<file path="src/rtl/apsp_pkg.sv">
`default_nettype none

package apsp_pkg;

	// parser phase codes
	localparam logic [3:0] PH_START  = 4'd0;
	localparam logic [3:0] PH_V      = 4'd1;
	localparam logic [3:0] PH_C      = 4'd2;
	localparam logic [3:0] PH_CA     = 4'd3;
	localparam logic [3:0] PH_VFIRST = 4'd4;
	localparam logic [3:0] PH_VWS    = 4'd5;
	localparam logic [3:0] PH_VSIGN  = 4'd6;
	localparam logic [3:0] PH_VDIG   = 4'd7;
	localparam logic [3:0] PH_VDONE  = 4'd8;
	localparam logic [3:0] PH_CFIRST = 4'd9;
	localparam logic [3:0] PH_CVAL   = 4'd10;
	localparam logic [3:0] PH_AFIRST = 4'd11;
	localparam logic [3:0] PH_AVAL   = 4'd12;
	localparam logic [3:0] PH_SKIP   = 4'd13;

	// characters of interest
	localparam logic [7:0] CH_COMMA = 8'd44;
	localparam logic [7:0] CH_COLON = 8'd58;
	localparam logic [7:0] CH_V     = 8'd118;
	localparam logic [7:0] CH_C     = 8'd99;
	localparam logic [7:0] CH_A     = 8'd97;
	localparam logic [7:0] CH_PLUS  = 8'd43;
	localparam logic [7:0] CH_MINUS = 8'd45;
	localparam logic [7:0] CH_SPACE = 8'd32;
	localparam logic [7:0] CH_TAB   = 8'd9;
	localparam logic [7:0] CH_CR    = 8'd13;
	localparam logic [7:0] CH_ZERO  = 8'd48;
	localparam logic [7:0] CH_NINE  = 8'd57;

	// result kinds, also used as emitter section codes
	localparam logic [1:0] KIND_VER    = 2'd0;
	localparam logic [1:0] KIND_CRYPTO = 2'd1;
	localparam logic [1:0] KIND_CA     = 2'd2;

	// string store write strobes
	typedef struct packed {
		logic crypto;
		logic ca;
	} wr_en_t;

	// end of string hand-over from parser to emitter
	typedef struct packed {
		logic        go;
		logic [31:0] value;
		logic        neg;
		logic        ovf;
	} run_start_t;

	function automatic logic is_blank(input logic [7:0] c);
		return (c == CH_SPACE) || (c >= CH_TAB && c <= CH_CR);
	endfunction

	function automatic logic is_digit(input logic [7:0] c);
		return (c >= CH_ZERO) && (c <= CH_NINE);
	endfunction

endpackage

`default_nettype wire

</file>
<file path="src/rtl/apsp_ram.sv">
`default_nettype none

module apsp_ram #(
	parameter int WIDTH = 8,
	parameter int DEPTH = 16,
	localparam int AW = (DEPTH > 1) ? $clog2(DEPTH) : 1
) (
	input  wire logic             clk,
	input  wire logic             we,
	input  wire logic [AW-1:0]    waddr,
	input  wire logic [WIDTH-1:0] wdata,
	input  wire logic             re,
	input  wire logic [AW-1:0]    raddr,
	output logic      [WIDTH-1:0] rdata
);

	logic [WIDTH-1:0] mem_q [DEPTH];

	// one write port, registered read that holds while not enabled
	always_ff @(posedge clk) begin
		if (we) begin
			mem_q[waddr] <= wdata;
		end
		if (re) begin
			rdata <= mem_q[raddr];
		end
	end

endmodule

`default_nettype wire

</file>
<file path="src/rtl/apsp_parser.sv">
`default_nettype none

module apsp_parser
	import apsp_pkg::*;
#(
	parameter int CRYPTO_CAP = 16,
	parameter int CA_CAP = 48,
	localparam int CLEN_W = (CRYPTO_CAP > 1) ? $clog2(CRYPTO_CAP) : 1,
	localparam int ALEN_W = (CA_CAP > 1) ? $clog2(CA_CAP) : 1,
	localparam int C_DEPTH = (CRYPTO_CAP > 1) ? CRYPTO_CAP - 1 : 1,
	localparam int A_DEPTH = (CA_CAP > 1) ? CA_CAP - 1 : 1,
	localparam int C_AW = (C_DEPTH > 1) ? $clog2(C_DEPTH) : 1,
	localparam int A_AW = (A_DEPTH > 1) ? $clog2(A_DEPTH) : 1
) (
	input  wire logic              clk,
	input  wire logic              arst_n,
	input  wire logic              in_valid,
	output logic                   in_stall,
	input  wire logic [7:0]        ch,
	input  wire logic              has_char,
	input  wire logic              last,
	input  wire logic              busy,
	output wr_en_t                 wr,
	output logic      [C_AW-1:0]   c_waddr,
	output logic      [A_AW-1:0]   a_waddr,
	output logic      [7:0]        wdata,
	output run_start_t             run,
	output logic      [CLEN_W-1:0] run_clen,
	output logic      [ALEN_W-1:0] run_alen
);

	localparam logic [CLEN_W-1:0] C_LIM = CLEN_W'(CRYPTO_CAP - 1);
	localparam logic [ALEN_W-1:0] A_LIM = ALEN_W'(CA_CAP - 1);

	logic              valid_s1;
	logic [7:0]        ch_s1;
	logic              has_char_s1;
	logic              last_s1;
	logic              in_xfer;
	logic              proc;
	logic              eos;

	logic [3:0]        phase_q, phase_d;
	logic [31:0]       ver_q, ver_d;
	logic              neg_q, neg_d;
	logic              ovf_q, ovf_d;
	logic [CLEN_W-1:0] clen_q, clen_d;
	logic [ALEN_W-1:0] alen_q, alen_d;

	logic              v_first;
	logic              v_ws;
	logic [31:0]       v_base;
	logic [35:0]       acc;
	logic [CLEN_W-1:0] c_base;
	logic [ALEN_W-1:0] a_base;

	// no new transfer while an end of string is pending or a run is being read out
	assign in_stall = (valid_s1 && last_s1) || busy;
	assign in_xfer  = in_valid && !in_stall;

	// input register
	always_ff @(posedge clk or negedge arst_n) begin
		if (!arst_n) begin
			valid_s1 <= 1'b0;
		end else begin
			valid_s1 <= in_xfer;
		end
	end

	always_ff @(posedge clk) begin
		if (in_xfer) begin
			ch_s1       <= ch;
			has_char_s1 <= has_char;
			last_s1     <= last;
		end
	end

	assign proc = valid_s1 && has_char_s1;
	assign eos  = valid_s1 && last_s1;

	// version accumulator: base * 10 + digit
	assign v_first = (phase_q == PH_VFIRST);
	assign v_ws    = v_first || (phase_q == PH_VWS);
	assign v_base  = v_first ? 32'd0 : ver_q;
	assign acc     = {1'b0, v_base, 3'b000} + {3'b000, v_base, 1'b0} + {32'd0, ch_s1[3:0]};

	// string write positions
	assign c_base  = (phase_q == PH_CFIRST) ? '0 : clen_q;
	assign a_base  = (phase_q == PH_AFIRST) ? '0 : alen_q;
	assign c_waddr = c_base[C_AW-1:0];
	assign a_waddr = a_base[A_AW-1:0];
	assign wdata   = ch_s1;

	// field parser next state
	always_comb begin
		phase_d = phase_q;
		ver_d   = ver_q;
		neg_d   = neg_q;
		ovf_d   = ovf_q;
		clen_d  = clen_q;
		alen_d  = alen_q;
		wr      = '0;
		if (proc) begin
			if (ch_s1 == CH_COMMA) begin
				phase_d = PH_START;
			end else begin
				unique case (phase_q)
					PH_START: begin
						phase_d = (ch_s1 == CH_V) ? PH_V :
							(ch_s1 == CH_C) ? PH_C : PH_SKIP;
					end
					PH_V: begin
						phase_d = (ch_s1 == CH_COLON) ? PH_VFIRST : PH_SKIP;
					end
					PH_C: begin
						phase_d = (ch_s1 == CH_COLON) ? PH_CFIRST :
							(ch_s1 == CH_A) ? PH_CA : PH_SKIP;
					end
					PH_CA: begin
						phase_d = (ch_s1 == CH_COLON) ? PH_AFIRST : PH_SKIP;
					end
					PH_VFIRST, PH_VWS, PH_VSIGN, PH_VDIG: begin
						if (v_first) begin
							ver_d = 32'd0;
							neg_d = 1'b0;
							ovf_d = 1'b0;
						end
						if (v_ws && is_blank(ch_s1)) begin
							phase_d = PH_VWS;
						end else if (v_ws && (ch_s1 == CH_PLUS || ch_s1 == CH_MINUS)) begin
							neg_d   = (ch_s1 == CH_MINUS);
							phase_d = PH_VSIGN;
						end else if (is_digit(ch_s1)) begin
							ver_d   = (acc[35:32] != 4'd0) ? 32'hFFFF_FFFF : acc[31:0];
							ovf_d   = ovf_d || (acc[35:32] != 4'd0);
							phase_d = PH_VDIG;
						end else begin
							phase_d = PH_VDONE;
						end
					end
					PH_CFIRST, PH_CVAL: begin
						phase_d = PH_CVAL;
						clen_d  = c_base;
						if (c_base < C_LIM) begin
							wr.crypto = 1'b1;
							clen_d    = c_base + 1'b1;
						end
					end
					PH_AFIRST, PH_AVAL: begin
						phase_d = PH_AVAL;
						alen_d  = a_base;
						if (a_base < A_LIM) begin
							wr.ca  = 1'b1;
							alen_d = a_base + 1'b1;
						end
					end
					default: begin
						phase_d = phase_q;
					end
				endcase
			end
		end
	end

	// hand-over of the finished string to the emitter
	assign run.go    = eos;
	assign run.value = ver_d;
	assign run.neg   = neg_d;
	assign run.ovf   = ovf_d;
	assign run_clen  = clen_d;
	assign run_alen  = alen_d;

	// parser state, back to reset after the end of string
	always_ff @(posedge clk or negedge arst_n) begin
		if (!arst_n) begin
			phase_q <= PH_START;
			ver_q   <= 32'd0;
			neg_q   <= 1'b0;
			ovf_q   <= 1'b0;
			clen_q  <= '0;
			alen_q  <= '0;
		end else if (eos) begin
			phase_q <= PH_START;
			ver_q   <= 32'd0;
			neg_q   <= 1'b0;
			ovf_q   <= 1'b0;
			clen_q  <= '0;
			alen_q  <= '0;
		end else begin
			phase_q <= phase_d;
			ver_q   <= ver_d;
			neg_q   <= neg_d;
			ovf_q   <= ovf_d;
			clen_q  <= clen_d;
			alen_q  <= alen_d;
		end
	end

endmodule

`default_nettype wire

</file>
<file path="src/rtl/apsp_emitter.sv">
`default_nettype none

module apsp_emitter
	import apsp_pkg::*;
#(
	parameter int CRYPTO_CAP = 16,
	parameter int CA_CAP = 48,
	localparam int CLEN_W = (CRYPTO_CAP > 1) ? $clog2(CRYPTO_CAP) : 1,
	localparam int ALEN_W = (CA_CAP > 1) ? $clog2(CA_CAP) : 1,
	localparam int C_DEPTH = (CRYPTO_CAP > 1) ? CRYPTO_CAP - 1 : 1,
	localparam int A_DEPTH = (CA_CAP > 1) ? CA_CAP - 1 : 1,
	localparam int C_AW = (C_DEPTH > 1) ? $clog2(C_DEPTH) : 1,
	localparam int A_AW = (A_DEPTH > 1) ? $clog2(A_DEPTH) : 1
) (
	input  wire logic              clk,
	input  wire logic              arst_n,
	input  wire run_start_t        run,
	input  wire logic [CLEN_W-1:0] run_clen,
	input  wire logic [ALEN_W-1:0] run_alen,
	output logic                   busy,
	output logic                   c_re,
	output logic      [C_AW-1:0]   c_raddr,
	input  wire logic [7:0]        c_rdata,
	output logic                   a_re,
	output logic      [A_AW-1:0]   a_raddr,
	input  wire logic [7:0]        a_rdata,
	output logic                   out_valid,
	input  wire logic              out_stall,
	output logic      [1:0]        kind,
	output logic      [31:0]       value,
	output logic                   run_end
);

	localparam int IDX_W = (CLEN_W > ALEN_W) ? CLEN_W : ALEN_W;

	logic              running_q;
	logic [1:0]        sec_q, sec_n;
	logic [IDX_W-1:0]  idx_q, idx_n, idx_inc;
	logic [CLEN_W-1:0] clen_q;
	logic [ALEN_W-1:0] alen_q;
	logic [31:0]       vval_q;
	logic              vneg_q;
	logic              vovf_q;
	logic [31:0]       ver_fin;

	logic              f_valid_q;
	logic [1:0]        f_kind_q;
	logic              f_end_q;
	logic [31:0]       f_ver_q;

	logic              consume;
	logic              issue;
	logic              stop;
	logic              c_last;
	logic              a_last;

	assign busy = running_q;

	// fetch stage moves on when the output register is free or being taken
	assign consume = f_valid_q && !(out_valid && out_stall);
	assign issue   = running_q && (!f_valid_q || consume);

	assign idx_inc = idx_q + 1'b1;
	assign c_last  = (idx_inc == IDX_W'(clen_q));
	assign a_last  = (idx_inc == IDX_W'(alen_q));

	// final version value
	assign ver_fin = vovf_q ? 32'hFFFF_FFFF : (vneg_q ? (32'd0 - vval_q) : vval_q);

	// run sequencing: version, then crypto bytes, then CA bytes
	always_comb begin
		sec_n = sec_q;
		idx_n = idx_q;
		stop  = 1'b0;
		unique case (sec_q)
			KIND_VER: begin
				idx_n = '0;
				if (clen_q != '0) begin
					sec_n = KIND_CRYPTO;
				end else if (alen_q != '0) begin
					sec_n = KIND_CA;
				end else begin
					stop = 1'b1;
				end
			end
			KIND_CRYPTO: begin
				if (c_last) begin
					idx_n = '0;
					if (alen_q != '0) begin
						sec_n = KIND_CA;
					end else begin
						stop = 1'b1;
					end
				end else begin
					idx_n = idx_inc;
				end
			end
			KIND_CA: begin
				if (a_last) begin
					stop = 1'b1;
				end else begin
					idx_n = idx_inc;
				end
			end
			default: begin
				stop = 1'b1;
			end
		endcase
	end

	assign c_re    = issue && (sec_q == KIND_CRYPTO);
	assign a_re    = issue && (sec_q == KIND_CA);
	assign c_raddr = idx_q[C_AW-1:0];
	assign a_raddr = idx_q[A_AW-1:0];

	// sequencer control
	always_ff @(posedge clk or negedge arst_n) begin
		if (!arst_n) begin
			running_q <= 1'b0;
			sec_q     <= KIND_VER;
			idx_q     <= '0;
		end else if (run.go) begin
			running_q <= 1'b1;
			sec_q     <= KIND_VER;
			idx_q     <= '0;
		end else if (issue) begin
			sec_q <= sec_n;
			idx_q <= idx_n;
			if (stop) begin
				running_q <= 1'b0;
			end
		end
	end

	// run snapshot
	always_ff @(posedge clk) begin
		if (run.go) begin
			clen_q <= run_clen;
			alen_q <= run_alen;
			vval_q <= run.value;
			vneg_q <= run.neg;
			vovf_q <= run.ovf;
		end
	end

	// fetch stage, alongside the store read
	always_ff @(posedge clk or negedge arst_n) begin
		if (!arst_n) begin
			f_valid_q <= 1'b0;
		end else if (issue) begin
			f_valid_q <= 1'b1;
		end else if (consume) begin
			f_valid_q <= 1'b0;
		end
	end

	always_ff @(posedge clk) begin
		if (issue) begin
			f_kind_q <= sec_q;
			f_end_q  <= stop;
			f_ver_q  <= ver_fin;
		end
	end

	// output register
	always_ff @(posedge clk or negedge arst_n) begin
		if (!arst_n) begin
			out_valid <= 1'b0;
		end else if (consume) begin
			out_valid <= 1'b1;
		end else if (!out_stall) begin
			out_valid <= 1'b0;
		end
	end

	always_ff @(posedge clk) begin
		if (consume) begin
			kind    <= f_kind_q;
			run_end <= f_end_q;
			if (f_kind_q == KIND_VER) begin
				value <= f_ver_q;
			end else if (f_kind_q == KIND_CRYPTO) begin
				value <= {24'd0, c_rdata};
			end else begin
				value <= {24'd0, a_rdata};
			end
		end
	end

endmodule

`default_nettype wire

</file>
<file path="src/rtl/auth_parms_string_parser.sv">
// parser: a character transfer is captured in the input register, then updates the parser state
// throughput: one character per cycle while in_stall is low; an end of string stalls input
//   while its run of 1 + crypto length + CA length results is read out of the stores
// output: the first result of a run goes via input, sequencer, fetch and output registers
// reset: arst_n clears parser state, lengths and handshakes at once; string stores are
//   not cleared and need no clearing pass
`default_nettype none

module auth_parms_string_parser
	import apsp_pkg::*;
#(
	parameter int CRYPTO_CAP = 16,
	parameter int CA_CAP = 48
) (
	input  wire logic        clk,
	input  wire logic        arst_n,
	input  wire logic        in_valid,
	output logic             in_stall,
	input  wire logic [7:0]  ch,
	input  wire logic        has_char,
	input  wire logic        last,
	output logic             out_valid,
	input  wire logic        out_stall,
	output logic      [1:0]  kind,
	output logic      [31:0] value,
	output logic             run_end
);

	localparam int CLEN_W = (CRYPTO_CAP > 1) ? $clog2(CRYPTO_CAP) : 1;
	localparam int ALEN_W = (CA_CAP > 1) ? $clog2(CA_CAP) : 1;
	localparam int C_DEPTH = (CRYPTO_CAP > 1) ? CRYPTO_CAP - 1 : 1;
	localparam int A_DEPTH = (CA_CAP > 1) ? CA_CAP - 1 : 1;
	localparam int C_AW = (C_DEPTH > 1) ? $clog2(C_DEPTH) : 1;
	localparam int A_AW = (A_DEPTH > 1) ? $clog2(A_DEPTH) : 1;

	wr_en_t            wr;
	logic [C_AW-1:0]   c_waddr;
	logic [A_AW-1:0]   a_waddr;
	logic [7:0]        wdata;
	run_start_t        run;
	logic [CLEN_W-1:0] run_clen;
	logic [ALEN_W-1:0] run_alen;
	logic              busy;
	logic              c_re;
	logic [C_AW-1:0]   c_raddr;
	logic [7:0]        c_rdata;
	logic              a_re;
	logic [A_AW-1:0]   a_raddr;
	logic [7:0]        a_rdata;

	// character parser
	apsp_parser #(
		.CRYPTO_CAP(CRYPTO_CAP),
		.CA_CAP(CA_CAP)
	) u_parser (
		.clk(clk),
		.arst_n(arst_n),
		.in_valid(in_valid),
		.in_stall(in_stall),
		.ch(ch),
		.has_char(has_char),
		.last(last),
		.busy(busy),
		.wr(wr),
		.c_waddr(c_waddr),
		.a_waddr(a_waddr),
		.wdata(wdata),
		.run(run),
		.run_clen(run_clen),
		.run_alen(run_alen)
	);

	// crypto name store
	apsp_ram #(
		.WIDTH(8),
		.DEPTH(C_DEPTH)
	) u_crypto_ram (
		.clk(clk),
		.we(wr.crypto),
		.waddr(c_waddr),
		.wdata(wdata),
		.re(c_re),
		.raddr(c_raddr),
		.rdata(c_rdata)
	);

	// CA hash store
	apsp_ram #(
		.WIDTH(8),
		.DEPTH(A_DEPTH)
	) u_ca_ram (
		.clk(clk),
		.we(wr.ca),
		.waddr(a_waddr),
		.wdata(wdata),
		.re(a_re),
		.raddr(a_raddr),
		.rdata(a_rdata)
	);

	// result run read-out
	apsp_emitter #(
		.CRYPTO_CAP(CRYPTO_CAP),
		.CA_CAP(CA_CAP)
	) u_emitter (
		.clk(clk),
		.arst_n(arst_n),
		.run(run),
		.run_clen(run_clen),
		.run_alen(run_alen),
		.busy(busy),
		.c_re(c_re),
		.c_raddr(c_raddr),
		.c_rdata(c_rdata),
		.a_re(a_re),
		.a_raddr(a_raddr),
		.a_rdata(a_rdata),
		.out_valid(out_valid),
		.out_stall(out_stall),
		.kind(kind),
		.value(value),
		.run_end(run_end)
	);

endmodule

`default_nettype wire

</file>
<file path="config.mk">
export PLATFORM = sky130hd
export DESIGN_NAME = auth_parms_string_parser
export DESIGN_NICKNAME = d
export VERILOG_FILES = /design/src/rtl/apsp_pkg.sv /design/src/rtl/apsp_ram.sv /design/src/rtl/apsp_parser.sv /design/src/rtl/apsp_emitter.sv /design/src/rtl/auth_parms_string_parser.sv
export SDC_FILE = /design/constraint.sdc
export NUM_CORES = 1
export LEC_CHECK = 0
export BUFFER_PORTS_ARGS = -buffer_cell sky130_fd_sc_hd__buf_2
export CAP_MARGIN = 20
export CORE_ASPECT_RATIO = 1.5
export CORE_MARGIN = 1.5
export CORE_UTILIZATION = 50
export CTS_CLUSTER_SIZE = 20
export DETAILED_ROUTE_END_ITERATION = 7
export PLACE_DENSITY = 0.67
export SYNTH_ARGS = -nofsm -noshare
export SYNTH_HDL_FRONTEND = slang
export SYNTH_SLANG_ARGS = --single-unit
</file>
<file path="constraint.sdc">
create_clock -name clk -period 8.15 [get_ports clk]
set_clock_uncertainty 0.1 [all_clocks]
set_input_delay 1.2225 -clock clk [delete_from_list [all_inputs] [get_ports clk]]
set_output_delay 1.2225 -clock clk [all_outputs]
set_load 0.005 [all_outputs]
</file>
==> metrics, run 1 <==
Clock Tree Buf Depth 3; highest net fanout along the worst path between 50 and 60; row count about 110; Async SR Flop Fraction under 10%; power density over the cells 274 nW/um2; Crit Path Class register to register; Root Buffer clkbuf_16; Req. time, crit path 8.40 ns; Final Max Slew Viols 0; # clock sinks 696; Final WS setup approximately 2.6 ns; final RePlAce weighted congestion 0.844; Die H a little over 300 um; Place WS between 2 and 3 ns; worst flop-to-flop path endpoint u_emitter.vval_q[9]; Post-Syn Area per Cell 14.3 um2; Total Power between 9000 and 10000 uW; register area between 20000 and 25000 um2; htree depth 2; Initial Utilization 50.3%; Core ar. between 60000 and 70000 um2; DRC violations left 0; CTS resizes 0; n_diodes 0; crit path cell chain or4b_4, and2_1, ha_1, ha_1, inv_1, fa_1, nand2b_1, a21oi_1, o21ai_1, a211oi_1, mux2i_1, and2_0, nor2_8, a31oi_1; Final period util 68.7%; Top cell by count, worst path ha_1; Die Footprint about 64000 um2; number of port buffers 50; setup_tns 0 ns; number of synthesized flops with an enable pin around 640; CTS Hold Buffers Added 0; vias per cell about 6.0; Synth cell types between 80 and 90; Clk pwr share a little under a third; CP peak stage delay 0.78 ns; drt pass-1 iters 5; relative slew slack 36.9%; reg2reg setup slack around 2.6 ns; Final Non-Filler Cells 3051; RSZ-0062 raised after global routing no; placed cell count a little under 3000; post-CTS setup buffers 0; Tmin final approximately 5.6 ns; Most used DFF post-synth edfxtp_1; Ports 51; first-pass GRT wire length about 110 mm; placed instance area 32200 um2; outcome complete, no violations; Hold Path Class register to register; pin count of the biggest net entering global routing between 100 and 150; initial antenna violation count 0; Area growth syn-to-layout 9.79%; routed vias 18200; Lkg Pwr between 0.01 and 0.015 uW; R2R depth 14; Setup crit end kind register; cts bufs inserted between 60 and 70; Total Routed Length roughly 70 mm; DP HPWL 45.2 mm; Net Sw Power approximately 2700 uW; Comb pwr share about 20%; width of the chip about 210 um; slowest stage cell, crit path or4b_4; CP arrival 5.84 ns; Max Freq 0.179 GHz; WL/cell between 20 and 25 um; Setup crit start u_parser.phase_q[1]; worst reg2reg path startpoint u_parser.phase_q[1]; Fill cells 4990; P_int around 6700 uW; Final Cell Area 34200 um2; CTS tree done; yosys warns 0; initial DRC count 1436; number of global-route vias before repair ~19000; layout cells sized above 1 a little over an eighth; cell area after synthesis roughly 31000 um2; actual slew at the worst max-slew pin around 0.94 ns; Max Cap Viol 0; antenna viol nets, final 0; worst vdd rail ir drop between 0.00015 and 0.0002 V; CP endpoint u_emitter.vval_q[9]; nets ~2300; area of the multi-input gates roughly 10000 um2; CP Launch Type register; final setup fails 0; Mapped Cells around 2200; Seq/Total Area, Yosys about two thirds; Yosys reg bits between 600 and 700; Switching Fraction between 20% and 30%; Sequential Power Share 48.8%; clock slew at reported path FFs ~0.06 ns; Fin. Hold Viols 0; syn nets around 2300; Overflow after GRT 0; Total GRT Usage between 20% and 30%; Clock Latency Late Sink roughly 0.66 ns
how the worst min path moves through the flow:
stage                                from                  end  slack [ns]  cells past startpoint
finish                u_emitter.f_valid_q  u_emitter.out_valid        0.39                      1
global route        u_emitter.f_ver_q[22]  u_emitter.value[22]        0.43                      1
CTS                   u_emitter.f_valid_q  u_emitter.out_valid        0.41                      1
detailed placement      u_emitter.f_end_q    u_emitter.run_end        0.38                      0
global placement      u_emitter.f_valid_q  u_emitter.out_valid        0.38                      1
floorplan               u_emitter.f_end_q    u_emitter.run_end        0.30                      0
layout by cell type, fill, tap and decap left out, types with 13 or more instances in the layout:
| cell type | n |
|---|---|
| dfrtp_1 | 57 |
| xnor2_1 | 26 |
| buf_2 | 50 |
| a211oi_1 | 44 |
| clkbuf_16 | 62 |
| and3_1 | 17 |
| nor2b_1 | 14 |
| mux2i_1 | 92 |
| a311oi_1 | 22 |
| nor2_1 | 94 |
| xor2_1 | 44 |
| inv_1 | 28 |
| clkinv_2 | 16 |
| o31ai_1 | 14 |
| ha_1 | 75 |
| nand3_1 | 21 |
| a22oi_1 | 14 |
| nor3_1 | 16 |
| buf_4 | 23 |
| and2_1 | 89 |
| o221ai_1 | 27 |
| nand4_1 | 14 |
| o22ai_1 | 18 |
| mux4_2 | 64 |
| a21o_1 | 13 |
| or3_1 | 20 |
| a31oi_1 | 32 |
| edfxtp_1 | 636 |
| o21ai_0 | 110 |
| a21oi_1 | 125 |
| mux2_2 | 35 |
| nand2_1 | 190 |
critical path: cells and delay by family (launching register included):
| family | cells | cell delay (ns) |
|---|---|---|
| AND/OR/NAND/NOR | 5 | 2.29 |
| adder cells (fa/ha/maj) | 3 | 0.86 |
| AO/OA/AOI/OAI | 4 | 1.21 |
| flip-flops | 1 | 0.56 |
| buffers and inverters | 1 | 0.07 |
| multiplexers | 1 | 0.15 |
sequential cells by signal, summed over array words and instances (netlist names), 2 cells and up:
name                flops
u_emitter.vval_q       32
u_emitter.kind          2
u_emitter.alen_q        6
u_parser.wdata          8
u_emitter.clen_q        4
u_emitter.sec_q         2
u_crypto_ram.rdata      8
u_crypto_ram.mem_q    120
u_ca_ram.rdata          8
u_parser.phase_q        4
u_emitter.f_ver_q      32
u_parser.clen_q         4
u_emitter.f_kind_q      2
u_emitter.a_raddr       6
u_parser.alen_q         6
u_ca_ram.mem_q        376
u_parser.ver_q         32
u_emitter.value        32
synth_stat cells (14+ instances only):
| cell | instances | share of area [%] |
|---|---|---|
| a21oi_1 | 125 | 2.0 |
| dfrtp_1 | 60 | 4.8 |
| buf_1 | 16 | 0.19 |
| mux2_2 | 35 | 1.3 |
| nand3_1 | 21 | 0.34 |
| inv_1 | 28 | 0.34 |
| and2_1 | 90 | 1.8 |
| a211oi_1 | 44 | 1.1 |
| a311oi_1 | 22 | 0.62 |
| a31oi_1 | 32 | 0.64 |
| o21ai_0 | 110 | 1.8 |
| edfxtp_1 | 636 | 61 |
| nor3_1 | 16 | 0.26 |
| or3_1 | 20 | 0.40 |
| xor2_1 | 44 | 1.2 |
| o22ai_1 | 18 | 0.36 |
| o31ai_1 | 14 | 0.34 |
| nand2_1 | 190 | 2.3 |
| mux4_2 | 64 | 4.6 |
| nor2b_1 | 14 | 0.28 |
| xnor2_1 | 26 | 0.73 |
| clkbuf_1 | 76 | 0.91 |
| buf_2 | 19 | 0.30 |
| nand4_1 | 14 | 0.28 |
| and3_1 | 17 | 0.34 |
| nor2_1 | 95 | 1.1 |
| ha_1 | 75 | 3.0 |
| o221ai_1 | 27 | 0.76 |
| a22oi_1 | 14 | 0.34 |
| mux2i_1 | 92 | 3.0 |
logic make-up after synthesis:
| family | Yosys count | synth area share, % |
|---|---|---|
| xor gates and xnor gates | 70 | 1.97 |
| muxes | 192 | 8.91 |
| adders and majority gates | 76 | 3.07 |
| and+or+nand+nor | 523 | 8.25 |
| DFF | 696 | 66.1 |
| AOI/OAI and AO/OA | 476 | 9.81 |
| buffers and inverters | 146 | 1.93 |
per-stage QoR:
step           utilization (%)  hold WS [ns]
3_3_place_gp              51.9         0.379
4_1_cts                   55.3         0.407
6_report                  55.3         0.392
3_5_place_dp              51.9         0.378
2_1_floorplan                -         0.300
5_1_grt                   55.3         0.428
power groups by stage:
stage	registers, uW	clock network (uW)	logic [uW]
floorplan	4570	0	1280
global placement	4640	0	1800
detailed placement	4650	0	1840
CTS	4580	3020	1850
global route	4610	3140	2010
finish	4570	2970	1840
layer usage:
metal	routed length [um]	part of all wire, %	global-route usage (%)
met5	0	0	0
met4	2880	4.2	9.32
met3	2520	3.7	2.39
met2	36600	54	39.8
met1	26300	39	25.9
area by class of cell:
| cell class | count | share of cell area [%] |
|---|---|---|
| tap | 798 | 2.92 |
| clock buffer | 72 | 4.70 |
| multi-input combinational | 1337 | 29.2 |
| sequential | 696 | 60.2 |
| clock inverter | 44 | 1.34 |
| timing repair buffer | 75 | 1.33 |
| inverter | 29 | 0.318 |
Note: power is estimated with default switching activity, not from simulation.
==> inputs of run 2 (changes only) <==
--- a/config.mk
+++ b/config.mk
@@ -5,6 +5,7 @@
 export SDC_FILE = /design/constraint.sdc
 export NUM_CORES = 1
 export LEC_CHECK = 0
+export ABC_AREA = 1
 export BUFFER_PORTS_ARGS = -buffer_cell sky130_fd_sc_hd__buf_2
 export CAP_MARGIN = 20
 export CORE_ASPECT_RATIO = 1.5
==> constraint.sdc (replaced) <==
create_clock -name clk -period 5.35 [get_ports clk]
set_clock_uncertainty 0.1 [all_clocks]
set_input_delay 0.8025 -clock clk [delete_from_list [all_inputs] [get_ports clk]]
set_output_delay 0.8025 -clock clk [all_outputs]
set_load 0.005 [all_outputs]
==> run 2 against run 1 <==
  * Utilization increased by 0.15 points
  * Die area increased by 3.1%
  * Area after synthesis grew 3.1%
  * Flip-flop and latch count did not move
  * Register-to-register slack got worse by 2.0 ns
  * Critical path type unchanged
  * Largest power group unchanged
==> metrics, run 2 <==
RSZ-0062 raised after global routing no; Req. time, crit path 5.62 ns (-2.78 ns); layout cells sized above 1 7.32% (-6.3 points); actual slew at the worst max-slew pin 1.29 ns (+0.350 ns); syn nets 3198 (+41%); Crit Path Class register to register; worst reg2reg path startpoint u_parser.phase_q[2]; Area growth syn-to-layout 9.43%; initial antenna violation count 0 (unchanged); # clock sinks 696 (unchanged); drt pass-1 iters 6 (+1); biggest registers after layout u_ca_ram.mem_q: 376 flops, u_crypto_ram.mem_q: 120 flops; Max Freq 0.208 GHz (+17%); DRC violations left 0 (unchanged); Seq/Total Area, Yosys 64.1% (-2.0 points); commonest non-fill, non-tap cell in the layout edfxtp_1; final setup fails 0 (unchanged); Async SR Flop Fraction 8.62% (unchanged); initial DRC count 2015 (+40%); first-pass GRT wire length 131 mm (+24%); post-CTS setup buffers 0 (unchanged); Die Footprint 65900 um2 (+3.1%); commonest cells after routing, fill and taps aside edfxtp_1, nor2_1, nand2_1; width of the chip 210 um (+1.5%); pin count of the biggest net entering global routing 96 (-12%); max reg flops 376 (unchanged); final core occ 55.4% (+0.15 points); clock slew at reported path FFs 0.06 ns (about the same); relative slew slack 13.4% (-23 points); Post-Syn Area per Cell 10.3 um2 (-28%); reg2reg setup slack 0.55 ns (-2.00 ns); main combinational cell family by area after synthesis simple AND/OR/NAND/NOR gates; antenna viol nets, final 0 (unchanged); Tmin final 4.80 ns (-0.796 ns); cts bufs inserted 60 (-1.6%); post-synthesis xor/xnor area fraction 1.06% (-0.91 points); WL/cell 21.6 um (-3.6%); row count 113 (+0.89%); Clock Latency Late Sink 0.64 ns (-0.02 ns); number of global-route vias before repair 22700 (+21%); highest net fanout along the worst path 32 (-38%); Ports 51 (unchanged); Fin. Hold Viols 0 (unchanged); Top cell by count, worst path nand2_1; CP peak stage delay 0.70 ns (-0.08 ns); htree depth 2 (unchanged); Setup crit end kind register; routed vias 22900 (+26%); slowest stage cell, crit path nor2_1; CP top delay family simple AND/OR/NAND/NOR gates; number of port buffers 50 (unchanged); setup_tns 0 ns (unchanged); Final Max Slew Viols 0 (unchanged); crit path cell chain inv_1, nor2_4, nand2_2, inv_1, buf_4, nor2_1, ha_1, ha_1, nand2_1, nor2_1, nand3_1, nand2_1, nand2_1, nand2_2, nand2_1, nand2_1, nand2_1, nand2_1, nand2_1, nor2_4, buf_4, nand3_1, nand2_1, nand2_1; CP arrival 5.07 ns (-0.77 ns); Final period util 89.7% (+21 points); most frequent cell after synthesis edfxtp_1; Initial Utilization 50.6% (+0.30 points); Overflow after GRT 0 (unchanged); hold path depth 1 (unchanged); largest cells by area after synthesis edfxtp_1, nor2_1, nand2_1; worst vdd rail ir drop 0.000241 V (+26%); Hold EP u_parser.wdata[4]; Yosys reg bits 696 (unchanged); CP Launch Type register; Mapped Cells 3108 (+43%); Hold Path Class primary input to register; Reg with most FFs u_ca_ram.mem_q; DP HPWL 58.3 mm (+29%); Lkg Pwr 0.0133 uW (+15%); post-synthesis simple-gate area fraction 16.6% (+8.3 points); CTS Hold Buffers Added 0 (unchanged); Core ar. 63500 um2 (+2.5%); final RePlAce weighted congestion 0.939 (+11%); number of synthesized flops with an enable pin 636 (unchanged); cell area after synthesis 32200 um2 (+3.1%); Clock Tree Buf Depth 3 (unchanged); Die H 314 um (+1.5%); Synth cell types 54 (-33%); Synth top area share 59.4% (-1.8 points); nets 3210 (+40%); worst flop-to-flop path endpoint u_emitter.vval_q[31]; synth cell count leaders edfxtp_1, nor2_1, nand2_1; n_diodes 0 (unchanged); Most used DFF post-synth edfxtp_1; multiplexer area fraction after synthesis 0% (-8.9 points); Total Routed Length 85.9 mm (+26%); R2R depth 24 (+10); outcome complete, no violations; Max Cap Viol 0 (unchanged); cell taking the most area after synthesis edfxtp_1; Synth Area in Adders 2.98% (-0.092 points); Bufs and invs on worst path 4 (+3); min-delay src ch[4]; Root Buffer clkbuf_16; yosys warns 0 (unchanged); power density over the cells 414 nW/um2 (+51%); CTS tree done; CTS resizes 0 (unchanged); Total GRT Usage 26.3% (+4.5 points); complex-gate fraction of the synthesized area 10.4% (+0.58 points); vias per cell 5.77 (-3.2%)
## run 2: cell types whose count changed in the layout (fill, tap and decap cells not counted), sizes merged, moves of 23 or more
cell / change
inv: +239
o21ai: +205
mux2: -35
and2: -89
nor2: +488
a31oi: -24
xor2: -23
a211oi: -44
o22ai: +83
nand2: +325
nand3: +101
mux2i: -93
mux4: -64
## run 2: final cells by class
| cell class | instances | area, um2 |
|---|---|---|
| clock buffers | 69 | 1590 |
| clock inverters | 44 | 440 |
| inverters | 270 | 1020 |
| repair buffers | 84 | 543 |
| multi-input cells | 2008 | 9980 |
| fillers | 5330 | 28300 |
| well taps | 805 | 1010 |
| flip-flops and latches | 696 | 20600 |
## run 2: worst max-delay path by stage
stage	endpoint	slack, ns	start	cells past startpoint
finish	u_emitter.vval_q[31]	0.55	u_parser.phase_q[2]	24
CTS	u_emitter.vval_q[31]	0.73	u_parser.phase_q[2]	24
floorplan	u_emitter.vval_q[11]	1.63	u_parser.phase_q[1]	25
global placement	u_emitter.vval_q[8]	0.83	u_parser.phase_q[2]	24
global route	u_emitter.vval_q[31]	0.18	u_parser.phase_q[2]	24
detailed placement	u_emitter.vval_q[31]	0.74	u_parser.phase_q[2]	24
## run 2: logic make-up (layout without fill, tap and decap cells)
logic type | count (synthesis) | in the layout
AO/OA/AOI/OAI | 597 | 597
XOR/XNOR | 38 | 38
adder cells (fa/ha/maj) | 76 | 76
buffers and inverters | 404 | 467
flip-flops | 696 | 696
AND/OR/NAND/NOR | 1297 | 1297
## run 2: report_power, final
part / total (uW) / internal, uW / switching [uW] / leakage (uW)
registers: 6840 / 6570 / 275 / 0.00659
logic: 3230 / 873 / 2360 / 0.00570
clock network: 4490 / 2520 / 1970 / 0.000978
## run 2: per-layer routing
layer | part of all wire (%) | wire (um) | track usage [%] | up-vias
met2 | 53 | 45600 | 48.4 | 804
li1 | - | - | - | 10800
met1 | 35 | 29700 | 28.6 | 11100
met5 | 0 | 0 | 0 | -
met3 | 5.4 | 4630 | 3.37 | 237
met4 | 6.9 | 5940 | 16.6 | 0
## run 2: worst reg2reg max path, delay by kind of cell, from the launching register on
| kind | cells | cell delay (ns) |
|---|---|---|
| adders and majority gates | 2 | 0.79 |
| buffers and inverters | 4 | 0.86 |
| DFF | 1 | 0.42 |
| and+or+nand+nor | 18 | 2.39 |
## run 2: per-stage QoR
stage | cell area, um2 | setup WS, ns | std cells | hold WS, ns | power, uW
2_1_floorplan | 32200 | 1.63 | 3108 | 0.300 | 8890
3_3_place_gp | 33200 | 0.829 | 3863 | 0.394 | 10100
3_5_place_dp | 33200 | 0.744 | 3863 | 0.360 | 10200
4_1_cts | 35200 | 0.728 | 3976 | 0.209 | 14600
5_1_grt | 35200 | 0.177 | 3976 | 0.221 | 15200
6_report | 35200 | 0.549 | 3976 | 0.240 | 14600
==> inputs of run 3 (changes only) <==
--- a/config.mk
+++ b/config.mk
@@ -13,6 +13,7 @@
 export CORE_UTILIZATION = 50
 export CTS_CLUSTER_SIZE = 20
 export DETAILED_ROUTE_END_ITERATION = 7
+export GPL_TIMING_DRIVEN = 0
 export PLACE_DENSITY = 0.67
 export SYNTH_ARGS = -nofsm -noshare
 export SYNTH_HDL_FRONTEND = slang
==> run 3 against run 2 <==
  * Critical path depth unchanged
  * Total power rose by 4.3%
  * Wire length up 8.7%
  * Register-to-register slack gained 0.03 ns
  * Cell count up 3.3%
  * Global-route usage grew 2.3 points
  * Via count grew 3.6%
  * Die area stayed put
  * Setup slack better by 0.027 ns
==> metrics, run 3 (synthesis gave the netlist of run 2 again) <==
outcome complete, no violations; Net Sw Power 4930 uW (+7.0%); routed vias 23800 (+3.6%); Reg with most FFs u_ca_ram.mem_q; Clock Tree Buf Depth 3 (unchanged); power density over the cells 420 nW/um2 (+1.6%); row count 113 (unchanged); Max Cap Viol 0 (unchanged); htree depth 3 (+1); Initial Utilization 50.6% (unchanged); final RePlAce weighted congestion 1.04 (+10%); post-CTS setup buffers 0 (unchanged); Req. time, crit path 5.58 ns (-0.04 ns); commonest cells after routing, fill and taps aside edfxtp_1, nor2_1, nand2_1; actual slew at the worst max-slew pin 1.06 ns (-0.232 ns); DRC violations left 0 (unchanged); initial DRC count 2184 (+8.4%); Switching Fraction 32.5% (+0.84 points); Fill cells 5355 (+0.47%); number of port buffers 50 (unchanged); CP arrival 5.01 ns (-0.06 ns); Setup crit end kind register; CP Launch Type register; CP top delay family simple AND/OR/NAND/NOR gates; Place WS 0.593 ns (-0.151 ns); Final WS setup 0.576 ns (+0.0266 ns); Comb pwr share 25.0% (+2.8 points); max reg flops 376 (unchanged); nets 3343 (+4.1%); drt pass-1 iters 7 (+1); Sequential Power Share 44.7% (-2.3 points); number of global-route vias before repair 23500 (+3.8%); relative slew slack 29.0% (+16 points); P_int 10300 uW (+3.0%); setup_tns 0 ns (unchanged); Ports 51 (unchanged); CTS Hold Buffers Added 0 (unchanged); commonest non-fill, non-tap cell in the layout edfxtp_1; Fin. Hold Viols 0 (unchanged); Top cell by count, worst path nand2_1; pin count of the biggest net entering global routing 42 (-56%); Die Footprint 65900 um2 (unchanged); Crit Path Class register to register; Clock Latency Late Sink 0.61 ns (-0.03 ns); DP HPWL 69.3 mm (+19%); vias per cell 5.78 (+0.23%); placed cell count 3990 (+3.3%); worst vdd rail ir drop 0.000419 V (+74%); Core ar. 63500 um2 (unchanged); Tmin final 4.77 ns (-0.0266 ns); Die H 314 um (unchanged); biggest registers after layout u_ca_ram.mem_q: 376 flops, u_crypto_ram.mem_q: 120 flops; CTS resizes 0 (unchanged); Lkg Pwr 0.0137 uW (+3.1%); CP peak stage delay 0.46 ns (-0.24 ns); Final period util 89.2% (-0.50 points); final setup fails 0 (unchanged); Final Non-Filler Cells 4108 (+3.3%); initial antenna violation count 0 (unchanged); WL/cell 22.7 um (+5.2%); RSZ-0062 raised after global routing no; clock slew at reported path FFs 0.06 ns (about the same); # clock sinks 696 (unchanged); layout cells sized above 1 7.39% (+0.073 points); slowest stage cell, crit path dfrtp_1; Max Freq 0.209 GHz (+0.56%); smallest hold slack 0.0830 ns (-0.157 ns); cts bufs inserted 66 (+10%); CTS tree done; Root Buffer clkbuf_16; width of the chip 210 um (unchanged); Total GRT Usage 28.7% (+2.3 points); Area growth syn-to-layout 12.3%; Final Max Slew Viols 0 (unchanged); Bufs and invs on worst path 4 (unchanged); crit path cell chain nor2_2, nand2_2, inv_1, clkbuf_1, nor2_1, ha_1, ha_1, inv_1, fa_1, o21ai_2, nand3_1, nand2_1, nand2_1, nand2_2, nand2_1, nand2_1, nand2_1, nand2_1, nand2_1, nor2_4, buf_4, nand3_1, nand2_1, nand2_1; antenna viol nets, final 0 (unchanged); Clk pwr share 30.3% (-0.5 points); Overflow after GRT 0 (unchanged); first-pass GRT wire length 139 mm (+6.0%); highest net fanout along the worst path 10 (-69%); Hold Path Class primary input to asynchronous set/reset pin; Total Routed Length 93.4 mm (+8.7%)
[run 3: layout make-up]
cell class              count  area, um2  area share (%)
flip-flops and latches    696      20600            57.0
multi-input cells        2008       9970            27.6
clock buffers              90       1830            5.06
inverters                 270       1020            2.82
well taps                 805       1010            2.79
repair buffers             77        860            2.38
plain buffers             134        568            1.57
clock inverters            27        265           0.734
diodes                      1       2.50         0.00693
[run 3: worst paths after layout]
kind                                   endpoint  slack (ns)  depth (start not counted)                 from
setup / recovery            u_emitter.vval_q[4]        0.58                         24  u_parser.phase_q[1]
hold / removal               u_parser.ver_q[28]        0.08                          1               arst_n
setup reg to reg            u_emitter.vval_q[4]        0.58                         24  u_parser.phase_q[1]
hold reg to reg               u_emitter.run_end        0.34                          0    u_emitter.f_end_q
max in group asynchronous     u_parser.ver_q[5]        4.41                          2               arst_n
min in group clk           u_parser.has_char_s1        0.27                          1             has_char
[run 3: metrics by stage]
step                total power, uW  util (%)  instance area [um2]
floorplan                      8890         -                32200
global placement              10400      52.6                33400
detailed placement            10600      53.6                34000
CTS                           15200      56.9                36100
global route                  15700      56.9                36100
finish                        15200      56.9                36100
[run 3: worst register-to-register path: stages, from the launching register on]
cell and delay [ns]:
dfrtp_1 0.46, nor2_2 0.25, nand2_2 0.17, inv_1 0.16, clkbuf_1 0.36, nor2_1 0.18, ha_1 0.32, ha_1 0.21
inv_1 0.07, fa_1 0.43, o21ai_2 0.18, nand3_1 0.10, nand2_1 0.17, nand2_1 0.09, nand2_2 0.14, nand2_1 0.14
nand2_1 0.09, nand2_1 0.05, nand2_1 0.05, nand2_1 0.10, nor2_4 0.16, buf_4 0.19, nand3_1 0.10, nand2_1 0.11
nand2_1 0.11
[run 3: layer usage]
layer / wire length [um] / track usage (%) / vias to the layer above
li1: - / - / 11100
met5: 0 / 0 / -
met1: 32300 / 30.9 / 11400
met2: 49100 / 52.5 / 988
met3: 5350 / 3.61 / 297
met4: 6570 / 18.8 / 0
[run 3: power groups by stage]
stage	Sequential, uW	Combinational, uW	Clock [uW]
floorplan	6920	1970	0
global placement	7100	3270	0
detailed placement	6900	3710	0
CTS	6790	3730	4640
global route	6820	4080	4830
finish	6790	3800	4600
